[config.mk]
export PLATFORM = sky130hd
export DESIGN_NAME = websocket_frame_deframer
export DESIGN_NICKNAME = d
export VERILOG_FILES = /design/src/rtl/wsd_pkg.sv /design/src/rtl/wsd_in_reg.sv /design/src/rtl/wsd_parser.sv /design/src/rtl/wsd_out_reg.sv /design/src/rtl/websocket_frame_deframer.sv
export SDC_FILE = /design/constraint.sdc
export NUM_CORES = 1
export LEC_CHECK = 0
export ABC_CLOCK_PERIOD_IN_PS = 9550
export CAP_MARGIN = 0
export CORE_MARGIN = 2
export CORE_UTILIZATION = 50
export DETAILED_ROUTE_END_ITERATION = 8
export DONT_BUFFER_PORTS = 1
export RECOVER_POWER = 25
export SLEW_MARGIN = 30
export SYNTH_ARGS = -nofsm -noshare
export SYNTH_HDL_FRONTEND = slang
export SYNTH_SLANG_ARGS = --single-unit
[constraint.sdc]
create_clock -name clk -period 9.55 [get_ports clk]
set_input_delay 1.91 -clock clk [delete_from_list [all_inputs] [get_ports clk]]
set_output_delay 1.91 -clock clk [all_outputs]
set_load 0.02 [all_outputs]
[src/rtl/wsd_pkg.sv]
// Shared types and constants for the WebSocket frame deframer.
// Used by the parser, the output register and the top level; no dependencies.
package wsd_pkg;

  typedef enum logic [2:0] {
    PH_HDR0,
    PH_HDR1,
    PH_EXT,
    PH_KEY,
    PH_DATA,
    PH_HALT
  } phase_t;

  localparam logic [1:0] EV_DATA       = 2'd0;
  localparam logic [1:0] EV_CLOSE_PEER = 2'd1;
  localparam logic [1:0] EV_CLOSE_SIZE = 2'd2;

  localparam logic [3:0] OP_CLOSE = 4'h8;
  localparam logic [3:0] OP_PING  = 4'h9;

  localparam logic [6:0] LEN_EXT16 = 7'd126;
  localparam logic [6:0] LEN_EXT64 = 7'd127;

  localparam logic [31:0] MAX_PAYLOAD_RESET = 32'd65536;

  typedef struct packed {
    logic [1:0] event_res;
    logic [3:0] frame_opcode;
    logic [7:0] data;
    logic       last;
  } wsd_result_t;

endpackage

[src/rtl/wsd_in_reg.sv]
// Input register for received stream bytes.
// Stand-alone; holds one beat until the parser can take it.
module wsd_in_reg (
  input  logic       clk,
  input  logic       rst,
  input  logic       in_valid,
  input  logic [7:0] in_byte,
  output logic       in_stall,
  input  logic       take,
  output logic       hold_valid,
  output logic [7:0] hold_byte
);

  logic load;

  assign load     = !hold_valid || take;
  assign in_stall = !load;

  always_ff @(posedge clk) begin
    if (rst) begin
      hold_valid <= 1'b0;
    end else if (load) begin
      hold_valid <= in_valid;
    end
  end

  always_ff @(posedge clk) begin
    if (load && in_valid) begin
      hold_byte <= in_byte;
    end
  end

endmodule

[src/rtl/wsd_parser.sv]
// Frame header parser, unmasking and close detection for the deframer.
// Depends on wsd_pkg for the phase type, codes and the result struct.
module wsd_parser
  import wsd_pkg::*;
(
  input  logic        clk,
  input  logic        rst,
  input  logic        cfg_we,
  input  logic [31:0] cfg_data,
  input  logic        fire,
  input  logic [7:0]  in_byte,
  output logic        res_valid,
  output wsd_result_t res
);

  phase_t      phase, phase_next;
  logic [3:0]  cur_opcode, cur_opcode_next;
  logic        is_masked, is_masked_next;
  logic [2:0]  ext_len_count, ext_len_count_next;
  logic [63:0] payload_len, payload_len_next;
  logic [31:0] mask_key, mask_key_next;
  logic [1:0]  mask_count, mask_count_next;
  logic [63:0] bytes_left, bytes_left_next;
  logic [1:0]  byte_index, byte_index_next;
  logic [31:0] max_payload;

  logic        after_len;
  logic        hdr_done;
  logic        oversize;
  logic [7:0]  key_byte;
  logic        fin;

  always_comb begin
    unique case (byte_index)
      2'd0: key_byte = mask_key[31:24];
      2'd1: key_byte = mask_key[23:16];
      2'd2: key_byte = mask_key[15:8];
      2'd3: key_byte = mask_key[7:0];
    endcase
  end

  always_comb begin
    phase_next         = phase;
    cur_opcode_next    = cur_opcode;
    is_masked_next     = is_masked;
    ext_len_count_next = ext_len_count;
    payload_len_next   = payload_len;
    mask_key_next      = mask_key;
    mask_count_next    = mask_count;
    bytes_left_next    = bytes_left;
    byte_index_next    = byte_index;
    res_valid          = 1'b0;
    res                = '{EV_DATA, cur_opcode, 8'h00, 1'b1};
    after_len          = 1'b0;
    hdr_done           = 1'b0;
    oversize           = 1'b0;
    fin                = 1'b0;

    if (fire) begin
      unique case (phase)
        PH_HDR0: begin
          cur_opcode_next = in_byte[3:0];
          phase_next      = PH_HDR1;
        end
        PH_HDR1: begin
          if (cur_opcode == OP_CLOSE) begin
            phase_next = PH_HALT;
            res_valid  = 1'b1;
            res        = '{EV_CLOSE_PEER, cur_opcode, 8'h00, 1'b1};
          end else begin
            is_masked_next   = in_byte[7];
            payload_len_next = '0;
            if (in_byte[6:0] == LEN_EXT16) begin
              ext_len_count_next = 3'd1;
              phase_next         = PH_EXT;
            end else if (in_byte[6:0] == LEN_EXT64) begin
              ext_len_count_next = 3'd7;
              phase_next         = PH_EXT;
            end else begin
              payload_len_next = {57'd0, in_byte[6:0]};
              after_len        = 1'b1;
            end
          end
        end
        PH_EXT: begin
          payload_len_next = {payload_len[55:0], in_byte};
          if (ext_len_count == 3'd0) begin
            after_len = 1'b1;
          end else begin
            ext_len_count_next = ext_len_count - 3'd1;
          end
        end
        PH_KEY: begin
          mask_key_next = {mask_key[23:0], in_byte};
          if (mask_count == 2'd3) begin
            mask_count_next = 2'd0;
            hdr_done        = 1'b1;
          end else begin
            mask_count_next = mask_count + 2'd1;
          end
        end
        PH_DATA: begin
          byte_index_next = byte_index + 2'd1;
          bytes_left_next = bytes_left - 64'd1;
          fin             = (bytes_left == 64'd1);
          if (fin) begin
            phase_next = PH_HDR0;
          end
          if (cur_opcode != OP_PING) begin
            res_valid = 1'b1;
            res       = '{EV_DATA, cur_opcode,
                          in_byte ^ (is_masked ? key_byte : 8'h00), fin};
          end
        end
        PH_HALT: begin
          phase_next = PH_HALT;
        end
        default: begin
          phase_next = PH_HALT;
        end
      endcase

      if (after_len) begin
        if (is_masked_next) begin
          mask_count_next = 2'd0;
          mask_key_next   = '0;
          phase_next      = PH_KEY;
        end else begin
          hdr_done = 1'b1;
        end
      end

      if (hdr_done) begin
        bytes_left_next = payload_len_next;
        byte_index_next = 2'd0;
        oversize        = (|payload_len_next[63:32]) ||
                          (payload_len_next[31:0] > max_payload);
        if (cur_opcode != OP_PING && oversize) begin
          phase_next = PH_HALT;
          res_valid  = 1'b1;
          res        = '{EV_CLOSE_SIZE, cur_opcode, 8'h00, 1'b1};
        end else if (payload_len_next == 64'd0) begin
          phase_next = PH_HDR0;
        end else begin
          phase_next = PH_DATA;
        end
      end
    end
  end

  always_ff @(posedge clk) begin
    if (rst) begin
      phase         <= PH_HDR0;
      cur_opcode    <= '0;
      is_masked     <= 1'b0;
      ext_len_count <= '0;
      payload_len   <= '0;
      mask_key      <= '0;
      mask_count    <= '0;
      bytes_left    <= '0;
      byte_index    <= '0;
    end else begin
      phase         <= phase_next;
      cur_opcode    <= cur_opcode_next;
      is_masked     <= is_masked_next;
      ext_len_count <= ext_len_count_next;
      payload_len   <= payload_len_next;
      mask_key      <= mask_key_next;
      mask_count    <= mask_count_next;
      bytes_left    <= bytes_left_next;
      byte_index    <= byte_index_next;
    end
  end

  always_ff @(posedge clk) begin
    if (rst) begin
      max_payload <= MAX_PAYLOAD_RESET;
    end else if (cfg_we) begin
      max_payload <= cfg_data;
    end
  end

endmodule

[src/rtl/wsd_out_reg.sv]
// Result register that drives the output channel of the deframer.
// Depends on wsd_pkg for the result struct.
module wsd_out_reg
  import wsd_pkg::*;
(
  input  logic        clk,
  input  logic        rst,
  input  logic        fire,
  input  logic        res_valid,
  input  wsd_result_t res,
  output logic        room,
  output logic        out_valid,
  input  logic        out_stall,
  output wsd_result_t out_res
);

  assign room = !out_valid || !out_stall;

  always_ff @(posedge clk) begin
    if (rst) begin
      out_valid <= 1'b0;
    end else if (room) begin
      out_valid <= fire && res_valid;
    end
  end

  always_ff @(posedge clk) begin
    if (fire && res_valid) begin
      out_res <= res;
    end
  end

endmodule

[src/rtl/websocket_frame_deframer.sv]
// WebSocket receive-side frame deframer: top level.
// Depends on wsd_pkg, wsd_in_reg, wsd_parser and wsd_out_reg.
//
// The input channel (in_valid, in_stall, in_byte) carries one stream byte
// per beat. The output channel (out_valid, out_stall, event_res,
// frame_opcode, data, last) carries one result per beat: an unmasked
// payload byte, or a single close event for a peer close or an oversize
// frame. Header, extended length and key bytes produce no beat, nor do
// ping payloads. After a close event all further input is taken and dropped.
// cfg_we and cfg_data write the maximum payload length; it should only be
// written while the block is idle.
// A byte accepted into the input register is parsed as it fires, and its
// result is captured in the result register that drives the output. One
// byte per cycle is sustained while the receiver does not stall; the parser
// state update is a single pass per byte through the 64-bit length compare
// and decrement. When the receiver stalls, the result register holds its
// beat, the input register fills, and in_stall rises once it is full.
// Synchronous reset returns to the first header byte, empties both
// registers and sets the maximum payload to 65536 bytes.
module websocket_frame_deframer
  import wsd_pkg::*;
(
  input  logic        clk,
  input  logic        rst,
  input  logic        cfg_we,
  input  logic [31:0] cfg_data,
  input  logic        in_valid,
  output logic        in_stall,
  input  logic [7:0]  in_byte,
  output logic        out_valid,
  input  logic        out_stall,
  output logic [1:0]  event_res,
  output logic [3:0]  frame_opcode,
  output logic [7:0]  data,
  output logic        last
);

  logic        hold_valid;
  logic [7:0]  hold_byte;
  logic        room;
  logic        fire;
  logic        res_valid;
  wsd_result_t res;
  wsd_result_t out_res;

  assign fire = hold_valid && room;

  wsd_in_reg u_in_reg (
    .clk        (clk),
    .rst        (rst),
    .in_valid   (in_valid),
    .in_byte    (in_byte),
    .in_stall   (in_stall),
    .take       (room),
    .hold_valid (hold_valid),
    .hold_byte  (hold_byte)
  );

  wsd_parser u_parser (
    .clk       (clk),
    .rst       (rst),
    .cfg_we    (cfg_we),
    .cfg_data  (cfg_data),
    .fire      (fire),
    .in_byte   (hold_byte),
    .res_valid (res_valid),
    .res       (res)
  );

  wsd_out_reg u_out_reg (
    .clk       (clk),
    .rst       (rst),
    .fire      (fire),
    .res_valid (res_valid),
    .res       (res),
    .room      (room),
    .out_valid (out_valid),
    .out_stall (out_stall),
    .out_res   (out_res)
  );

  assign event_res    = out_res.event_res;
  assign frame_opcode = out_res.frame_opcode;
  assign data         = out_res.data;
  assign last         = out_res.last;

endmodule

==> results of run 1 <==
-- sequential cells by signal, summed over array words and instances (netlist names), 4 cells and up --
signal and flops:
u_parser.max_payload 32, u_parser.cur_opcode 4, u_parser.mask_key 32, u_out_reg.out_res 15, u_in_reg.hold_byte 8, u_parser.bytes_left 64
u_parser.payload_len 64
-- final timing paths --
path                        endpoint  slack, ps
max          u_parser.bytes_left[53]       3970
min          u_parser.bytes_left[60]        450
max reg2reg  u_parser.bytes_left[53]       3970
min reg2reg  u_parser.bytes_left[60]        450
-- placed cells by master (no fill, tap or decap), drive strengths merged, types with 6 or more instances in the layout --
cell    synthesis  layout
nor2          220     220
dfxtp         209     209
nand2         158     158
a21oi         107     107
o21ai         101     101
a22oi          99      99
inv            49      50
nor3           46      46
ha             41      41
a22o           37      37
mux2i          37      37
nor4           36      36
clkbuf         90      36
nand3          29      29
edfxtp         23      23
a221oi         18      18
or3            14      14
a31oi          12      12
and2           12      12
clkinv          0      11
a211oi         10      10
nand4           9       9
or4             9       9
a21o            8       8
o211ai          8       8
a222oi          8       8
buf            26       8
xor2            7       7
and3            7       7
o22ai           6       6
-- cells by family after synthesis --
kind of cell | Yosys count | share of synthesized area [%]
buffers and inverters | 165 | 5.38
DFF | 232 | 40.6
and+or+nand+nor | 561 | 21.5
adders and majority gates | 41 | 4.27
AOI/OAI and AO/OA | 446 | 24.5
muxes | 37 | 3.09
xor gates and xnor gates | 8 | 0.584
-- final cells by class --
class / instances / area share (%)
Clock inverter: 15 / 0.805
Inverter: 49 / 1.43
Tap cell: 319 / 3.09
Timing Repair Buffer: 9 / 0.495
Sequential cell: 232 / 37.8
Clock buffer: 35 / 5.86
Multi-Input combinational cell: 1093 / 50.5
-- synthesized netlist by cell type, types with 6 or more instances --
master	number	area [µm²]
nand2_1	157	589
clkbuf_1	90	338
a31oi_1	12	75.1
a21oi_1	106	531
dfxtp_1	209	4180
and2_1	10	62.6
o211ai_1	8	60.1
a222oi_1	8	80.1
mux2i_1	37	370
inv_1	49	184
ha_1	41	513
a21o_1	8	60.1
and3_1	7	43.8
edfxtp_1	23	691
nor3_1	45	225
a211oi_1	9	67.6
a22oi_1	99	743
or4_1	7	52.6
a22o_1	37	324
nand4_1	8	50.1
buf_1	12	45.0
nor4_1	33	206
buf_2	12	60.1
o22ai_1	6	37.5
nand3_1	29	145
a221oi_1	18	158
xor2_1	7	61.3
o21ai_0	96	480
or3_1	13	81.3
nor2_1	218	818
-- worst max-delay path: cells and delay by family, from the launching register on --
kind / cells / cell delay [ps]
compound gates: 4 / 1140
buf+inv: 2 / 1260
flops: 1 / 550
simple gates: 4 / 2480
-- metal layers --
layer	global-route usage [%]	share of wire (%)	wire length (µm)	vias to the layer above
met5	0	0	0	-
met4	6.69	2.0	657	0
met3	3.70	6.1	2050	47
met2	42.1	47	15800	340
met1	37.5	45	15100	5120
li1	-	-	-	5274
-- power groups by stage --
stage          Combinational (mW)  Clock, mW  Sequential, mW
2_1_floorplan               0.402          0            1.05
3_3_place_gp                0.492          0            1.06
3_5_place_dp                0.494          0            1.06
4_1_cts                     0.498       1.01            1.04
5_1_grt                     0.562       1.06            1.05
6_report                    0.501      0.993            1.04
==> results.tsv, run 1 <==
stage	metric	value	unit
outcome	status	finished, violations left	
outcome	violations	max-capacitance violations, max-slew violations	
clock_tree	cts_resized	0	
routing	drc	0	
logic_synthesis	ys_ff_latch	232	
routing	drt_pass1_iterations	6	
global_routing	grtUsageTotal	26.3	%
clock_tree	postCtsHoldBufs	0	
clock_tree	cts_setup_buffers	0	
logic_synthesis	synth.net_count	1576	
finish	fillers	2243	
place	dp_cells	1702	
finish	final_cell_area	12900	µm²
logic_synthesis	synth_warnings	0	
setup_path	cp-startpoint	u_parser.phase[2]	
power	p_sw	764	µW
logic_synthesis	synth_flop_cell	dfxtp_1	
setup_path	crit_required	9980	ps
logic_synthesis	synth_cell_type_count	73	
setup_path	rr_worst_depth	10	
power	p_clk_share	39.2	%
global_routing	grt_pass1_vias	9902	
routing	vias	10781	
clock_tree	clock_latency	540	ps
floorplan	start_util	51.0	%
finish	final_nets	1498	
power	combPwrFrac	19.8	%
global_routing	grt_pass1_wl	54.8	mm
logic_synthesis	synthCells	1490	
setup_path	crit_type	flip-flop to flip-flop	
finish	regArea	4870	µm²
global_routing	gr-total-overflow	0	
power	p_int	1.77	mW
logic_synthesis	seq_area_frac_synth	40.6	%
setup_path	slowest_delay	1670	ps
clock_tree	cts_root_buf	clkbuf_16	
floorplan	dieArea	25300	µm²
timing	finalClockSkew	11.5	ps
power	power.density	196	nW/µm²
setup_path	crit_top_cell	buf_4	
floorplan	num_rows	56	
setup_path	cp_cell_sequence	or3b_1, or4b_1, a22o_1, and2_0, buf_4, a21o_1, buf_4, a211oi_1, a21oi_1, nor2_1	
clock_tree	cts.clk_slew.worst_paths	60	ps
timing	max_slew_margin	-95.3	%
routing	first_iter_violations	1078	
timing	finalSetupTns	0	ps
run	maxCapViolations	2	
place	detailed_place.area	12000	µm²
global_routing	antenna_found_initial	0	
timing	fin_hold_ws	454	ps
logic_synthesis	synth-async-reset-ratio	0	%
setup_path	reg2reg_from	u_parser.phase[2]	
worst_hold_path	hold_depth	2	
routing	via_per_inst	6.15	
floorplan	die_w	159	µm
setup_path	slowest_stage	and2_0	
logic_synthesis	synthesis.area	12000	µm²
clock_tree	h-tree-depth	1	
setup_path	cp.arrival	6000	ps
finish	stdcell_count	1752	
clock_tree	cts_max_path_buffers	3	
timing	timing.final.crit_share	58.4	%
setup_path	crit_path_end_kind	flip-flop	
logic_synthesis	syn_avg_cell_area	8.06	µm²
power	swShare	30.1	%
finish	utilization	54.8	%
timing	finalMaxSlewViolations	107	
floorplan	core_area	23500	µm²
clock_tree	cts_tree	done	
power	p_total	2.53	mW
timing	fmax	179	MHz
setup_path	start_kind	flip-flop	
routing	route.antenna.remaining_nets	0	
timing	finalHoldViolations	0	
global_routing	grt_max_degree	173	
finish	drive_above_1_share	5.30	%
routing	wl	33.6	mm
finish	multi_input_area	6520	µm²
place	dp_hpwl	22.5	mm
clock_tree	cts_made_buffers	27	
floorplan	ioPinCount	62	
timing	setup_violations	0	
floorplan	die_h	159	µm
worst_hold_path	worstHoldStart	u_parser.bytes_left[60]	
setup_path	cp_max_fo	64	
finish	n_antenna_cell	0	
clock_tree	clkSinkCount	232	
timing	setup_slack	3970	ps
routing	wl_per_cell	19.2	µm
place	portBuffers	0	
timing	finalCriticalPeriod	5580	ps
worst_hold_path	hold_path_class	flip-flop to flip-flop	
place	gp_congestion	0.853	
power	p_seq_share	41.1	%
timing	rsz0062_at_grt	false	
place	dp_slack	4290	ps
timing	worst_pin_slew	2930	ps
finish	area_delta_synth_final	7.47	%
power	p_leak	4.66	nW
power	irDropWorstVdd	117	µV
logic_synthesis	synth-edff-count	23	
Power figures use the tool's default switching activity.
==> inputs of run 2 (changes only) <==
--- a/config.mk
+++ b/config.mk
@@ -5,12 +5,13 @@
 export SDC_FILE = /design/constraint.sdc
 export NUM_CORES = 1
 export LEC_CHECK = 0
-export ABC_CLOCK_PERIOD_IN_PS = 9550
+export ABC_CLOCK_PERIOD_IN_PS = 4600
 export CAP_MARGIN = 0
 export CORE_MARGIN = 2
 export CORE_UTILIZATION = 50
 export DETAILED_ROUTE_END_ITERATION = 8
 export DONT_BUFFER_PORTS = 1
+export PLACE_DENSITY = 0.68
 export RECOVER_POWER = 25
 export SLEW_MARGIN = 30
 export SYNTH_ARGS = -nofsm -noshare
==> constraint.sdc (replaced) <==
create_clock -name clk -period 4.6 [get_ports clk]
set_input_delay 0.92 -clock clk [delete_from_list [all_inputs] [get_ports clk]]
set_output_delay 0.92 -clock clk [all_outputs]
set_load 0.02 [all_outputs]
==> run 2 against run 1 <==
Net effect: the flow now finishes without violations; final cell count grew 0.91%; cell area grew 1.4%; non-clock buffer count grew 17; maximum frequency grew 30%; clock skew grew 11 ps; total power grew 110%; first-iteration DRC count grew 23%; sequential power grew 110%; setup slack lost 3700 ps; combinational power grew 110%; sequential share of layout area shrank 0.52 points; critical endpoint is now u_out_reg.out_res[7].
==> results.tsv, run 2 (synthesis gave the netlist of run 1 again) <==
stage	metric	value	unit
outcome	status	finished, final reports clean	
run	maxCapViolations	0	
routing	vias	11133	
finish	stdcell_count	1768	
place	dp_hpwl	22.5	mm
setup_path	crit_path_end_kind	flip-flop	
timing	setup_violations	0	
floorplan	die_w	159	µm
global_routing	grt_pass1_wl	54.9	mm
setup_path	rr_worst_depth	15	
timing	finalHoldViolations	0	
clock_tree	cts_made_buffers	26	
timing	finalSetupTns	0	ps
setup_path	crit_type	flip-flop to flip-flop	
timing	timing.final.crit_share	93.4	%
global_routing	use_met3	3.72	%
timing	setup_slack	305	ps
clock_tree	h-tree-depth	1	
floorplan	die_h	159	µm
clock_tree	cts.clk_slew.worst_paths	60	ps
worst_hold_path	hold_depth	2	
clock_tree	clkSinkCount	232	
setup_path	reg2reg_from	u_parser.cur_opcode[0]	
global_routing	met2_usage	42.8	%
finish	top_regs	u_parser.bytes_left x64, u_parser.payload_len x64	
timing	worst_pin_slew	922	ps
floorplan	dieArea	25300	µm²
global_routing	grt_busiest_layer	met2	
routing	drc	0	
timing	rsz0062_at_grt	false	
global_routing	grt_use_met1	35.6	%
floorplan	ioPinCount	62	
worst_hold_path	hold_path_class	flip-flop to flip-flop	
place	portBuffers	0	
routing	route.antenna.remaining_nets	0	
clock_tree	clock_latency	550	ps
routing	wl	33.7	mm
global_routing	grtUsageTotal	25.8	%
global_routing	antenna_found_initial	1	
finish	layout_commonest_cell	nor2_1	
finish	utilization	55.6	%
global_routing	gr-total-overflow	0	
worst_hold_path	holdPathEnd	u_parser.bytes_left[42]	
worst_hold_path	worstHoldStart	u_parser.bytes_left[42]	
setup_path	start_kind	flip-flop	
clock_tree	cts_resized	0	
timing	finalCriticalPeriod	4290	ps
setup_path	cp_max_fo	24	
power	p_leak	4.76	nW
place	gp_congestion	0.877	
place	dp_cells	1719	
routing	first_iter_violations	1327	
timing	fmax	233	MHz
routing	wl_per_cell	19.1	µm
setup_path	r2r_end	u_out_reg.out_res[7]	
clock_tree	cts_tree	done	
timing	max_slew_margin	38.0	%
global_routing	grt_pass1_vias	10370	
finish	drive_above_1_share	6.28	%
place	dp_slack	407	ps
floorplan	core_area	23500	µm²
clock_tree	cts_max_path_buffers	3	
power	irDropWorstVdd	296	µV
timing	fin_hold_ws	453	ps
clock_tree	cts_setup_buffers	0	
power	power.density	411	nW/µm²
timing	finalClockSkew	23.0	ps
floorplan	start_util	51.0	%
clock_tree	postCtsHoldBufs	0	
routing	via_per_inst	6.30	
timing	finalMaxSlewViolations	0	
floorplan	num_rows	56	
setup_path	cp.arrival	4590	ps
finish	final_cell_mix	nor2_1, dfxtp_1, nand2_1	
setup_path	crit_required	4890	ps
routing	drt_pass1_iterations	6	
finish	area_delta_synth_final	8.97	%
setup_path	rrSetupSlack	310	ps
clock_tree	cts_root_buf	clkbuf_16	
global_routing	grt_max_degree	173	
finish	final_nets	1514	
[run 2: changes by cell type in the layout (fill, tap and decap cells not counted), moves of 2 or more]
cell       delta
clkbuf_8      -2
clkinv_2      -2
clkinv_1      -2
buf_4        +17
bufinv_16     +3
[run 2: stage by stage]
| step | cell area, µm² | power (mW) |
|---|---|---|
| 2_1_floorplan | 12000 | 3.02 |
| 3_3_place_gp | 12200 | 3.22 |
| 3_5_place_dp | 12200 | 3.23 |
| 4_1_cts | 13100 | 5.39 |
| 5_1_grt | 13100 | 5.62 |
| 6_report | 13100 | 5.38 |
[run 2: layer usage]
layer	vias up	share of wire, %	wire length (µm)
met4	0	2.1	714
met1	5403	44	14900
met5	-	0	0
met3	56	6.2	2100
met2	379	47	16000
li1	5295	-	-
[run 2: how the worst max path moves through the flow]
stage	from	to	cells past startpoint
6_report	u_parser.cur_opcode[0]	u_out_reg.out_res[7]	15
5_1_grt	u_parser.cur_opcode[0]	u_parser.phase[2]	15
4_1_cts	u_parser.cur_opcode[0]	u_out_reg.out_res[5]	15
3_5_place_dp	u_parser.cur_opcode[0]	u_out_reg.out_res[5]	15
3_3_place_gp	u_parser.cur_opcode[0]	u_out_reg.out_res[2]	15
2_1_floorplan	u_parser.cur_opcode[0]	u_out_reg.out_res[0]	15
[run 2: cell type report]
cell class	instances	area, µm²
Sequential cell	232	4870
Timing Repair Buffer	26	208
Multi-Input combinational cell	1093	6520
Antenna cell	1	2.50
Clock buffer	34	711
Tap cell	319	399
Fill cell	2237	10500
Clock inverter	14	185
Inverter	49	184
[run 2: critical path, cell delays in order (launching register included)]
cell and delay (ps):
dfxtp_1 340, or4b_2 730, and2_1 270, nor2_4 120, buf_4 260, a22o_1 220, ha_1 270, a21oi_1 140
nand2_1 70, a221o_1 340, o31a_1 290, o21ai_0 400, a211oi_2 150, nor2_1 130, nor2_1 50, buf_4 220
[run 2: where the power goes]
part | switching, mW | internal, mW
clock | 0.859 | 1.31
sequential | 0.0574 | 2.10
combinational | 0.675 | 0.378
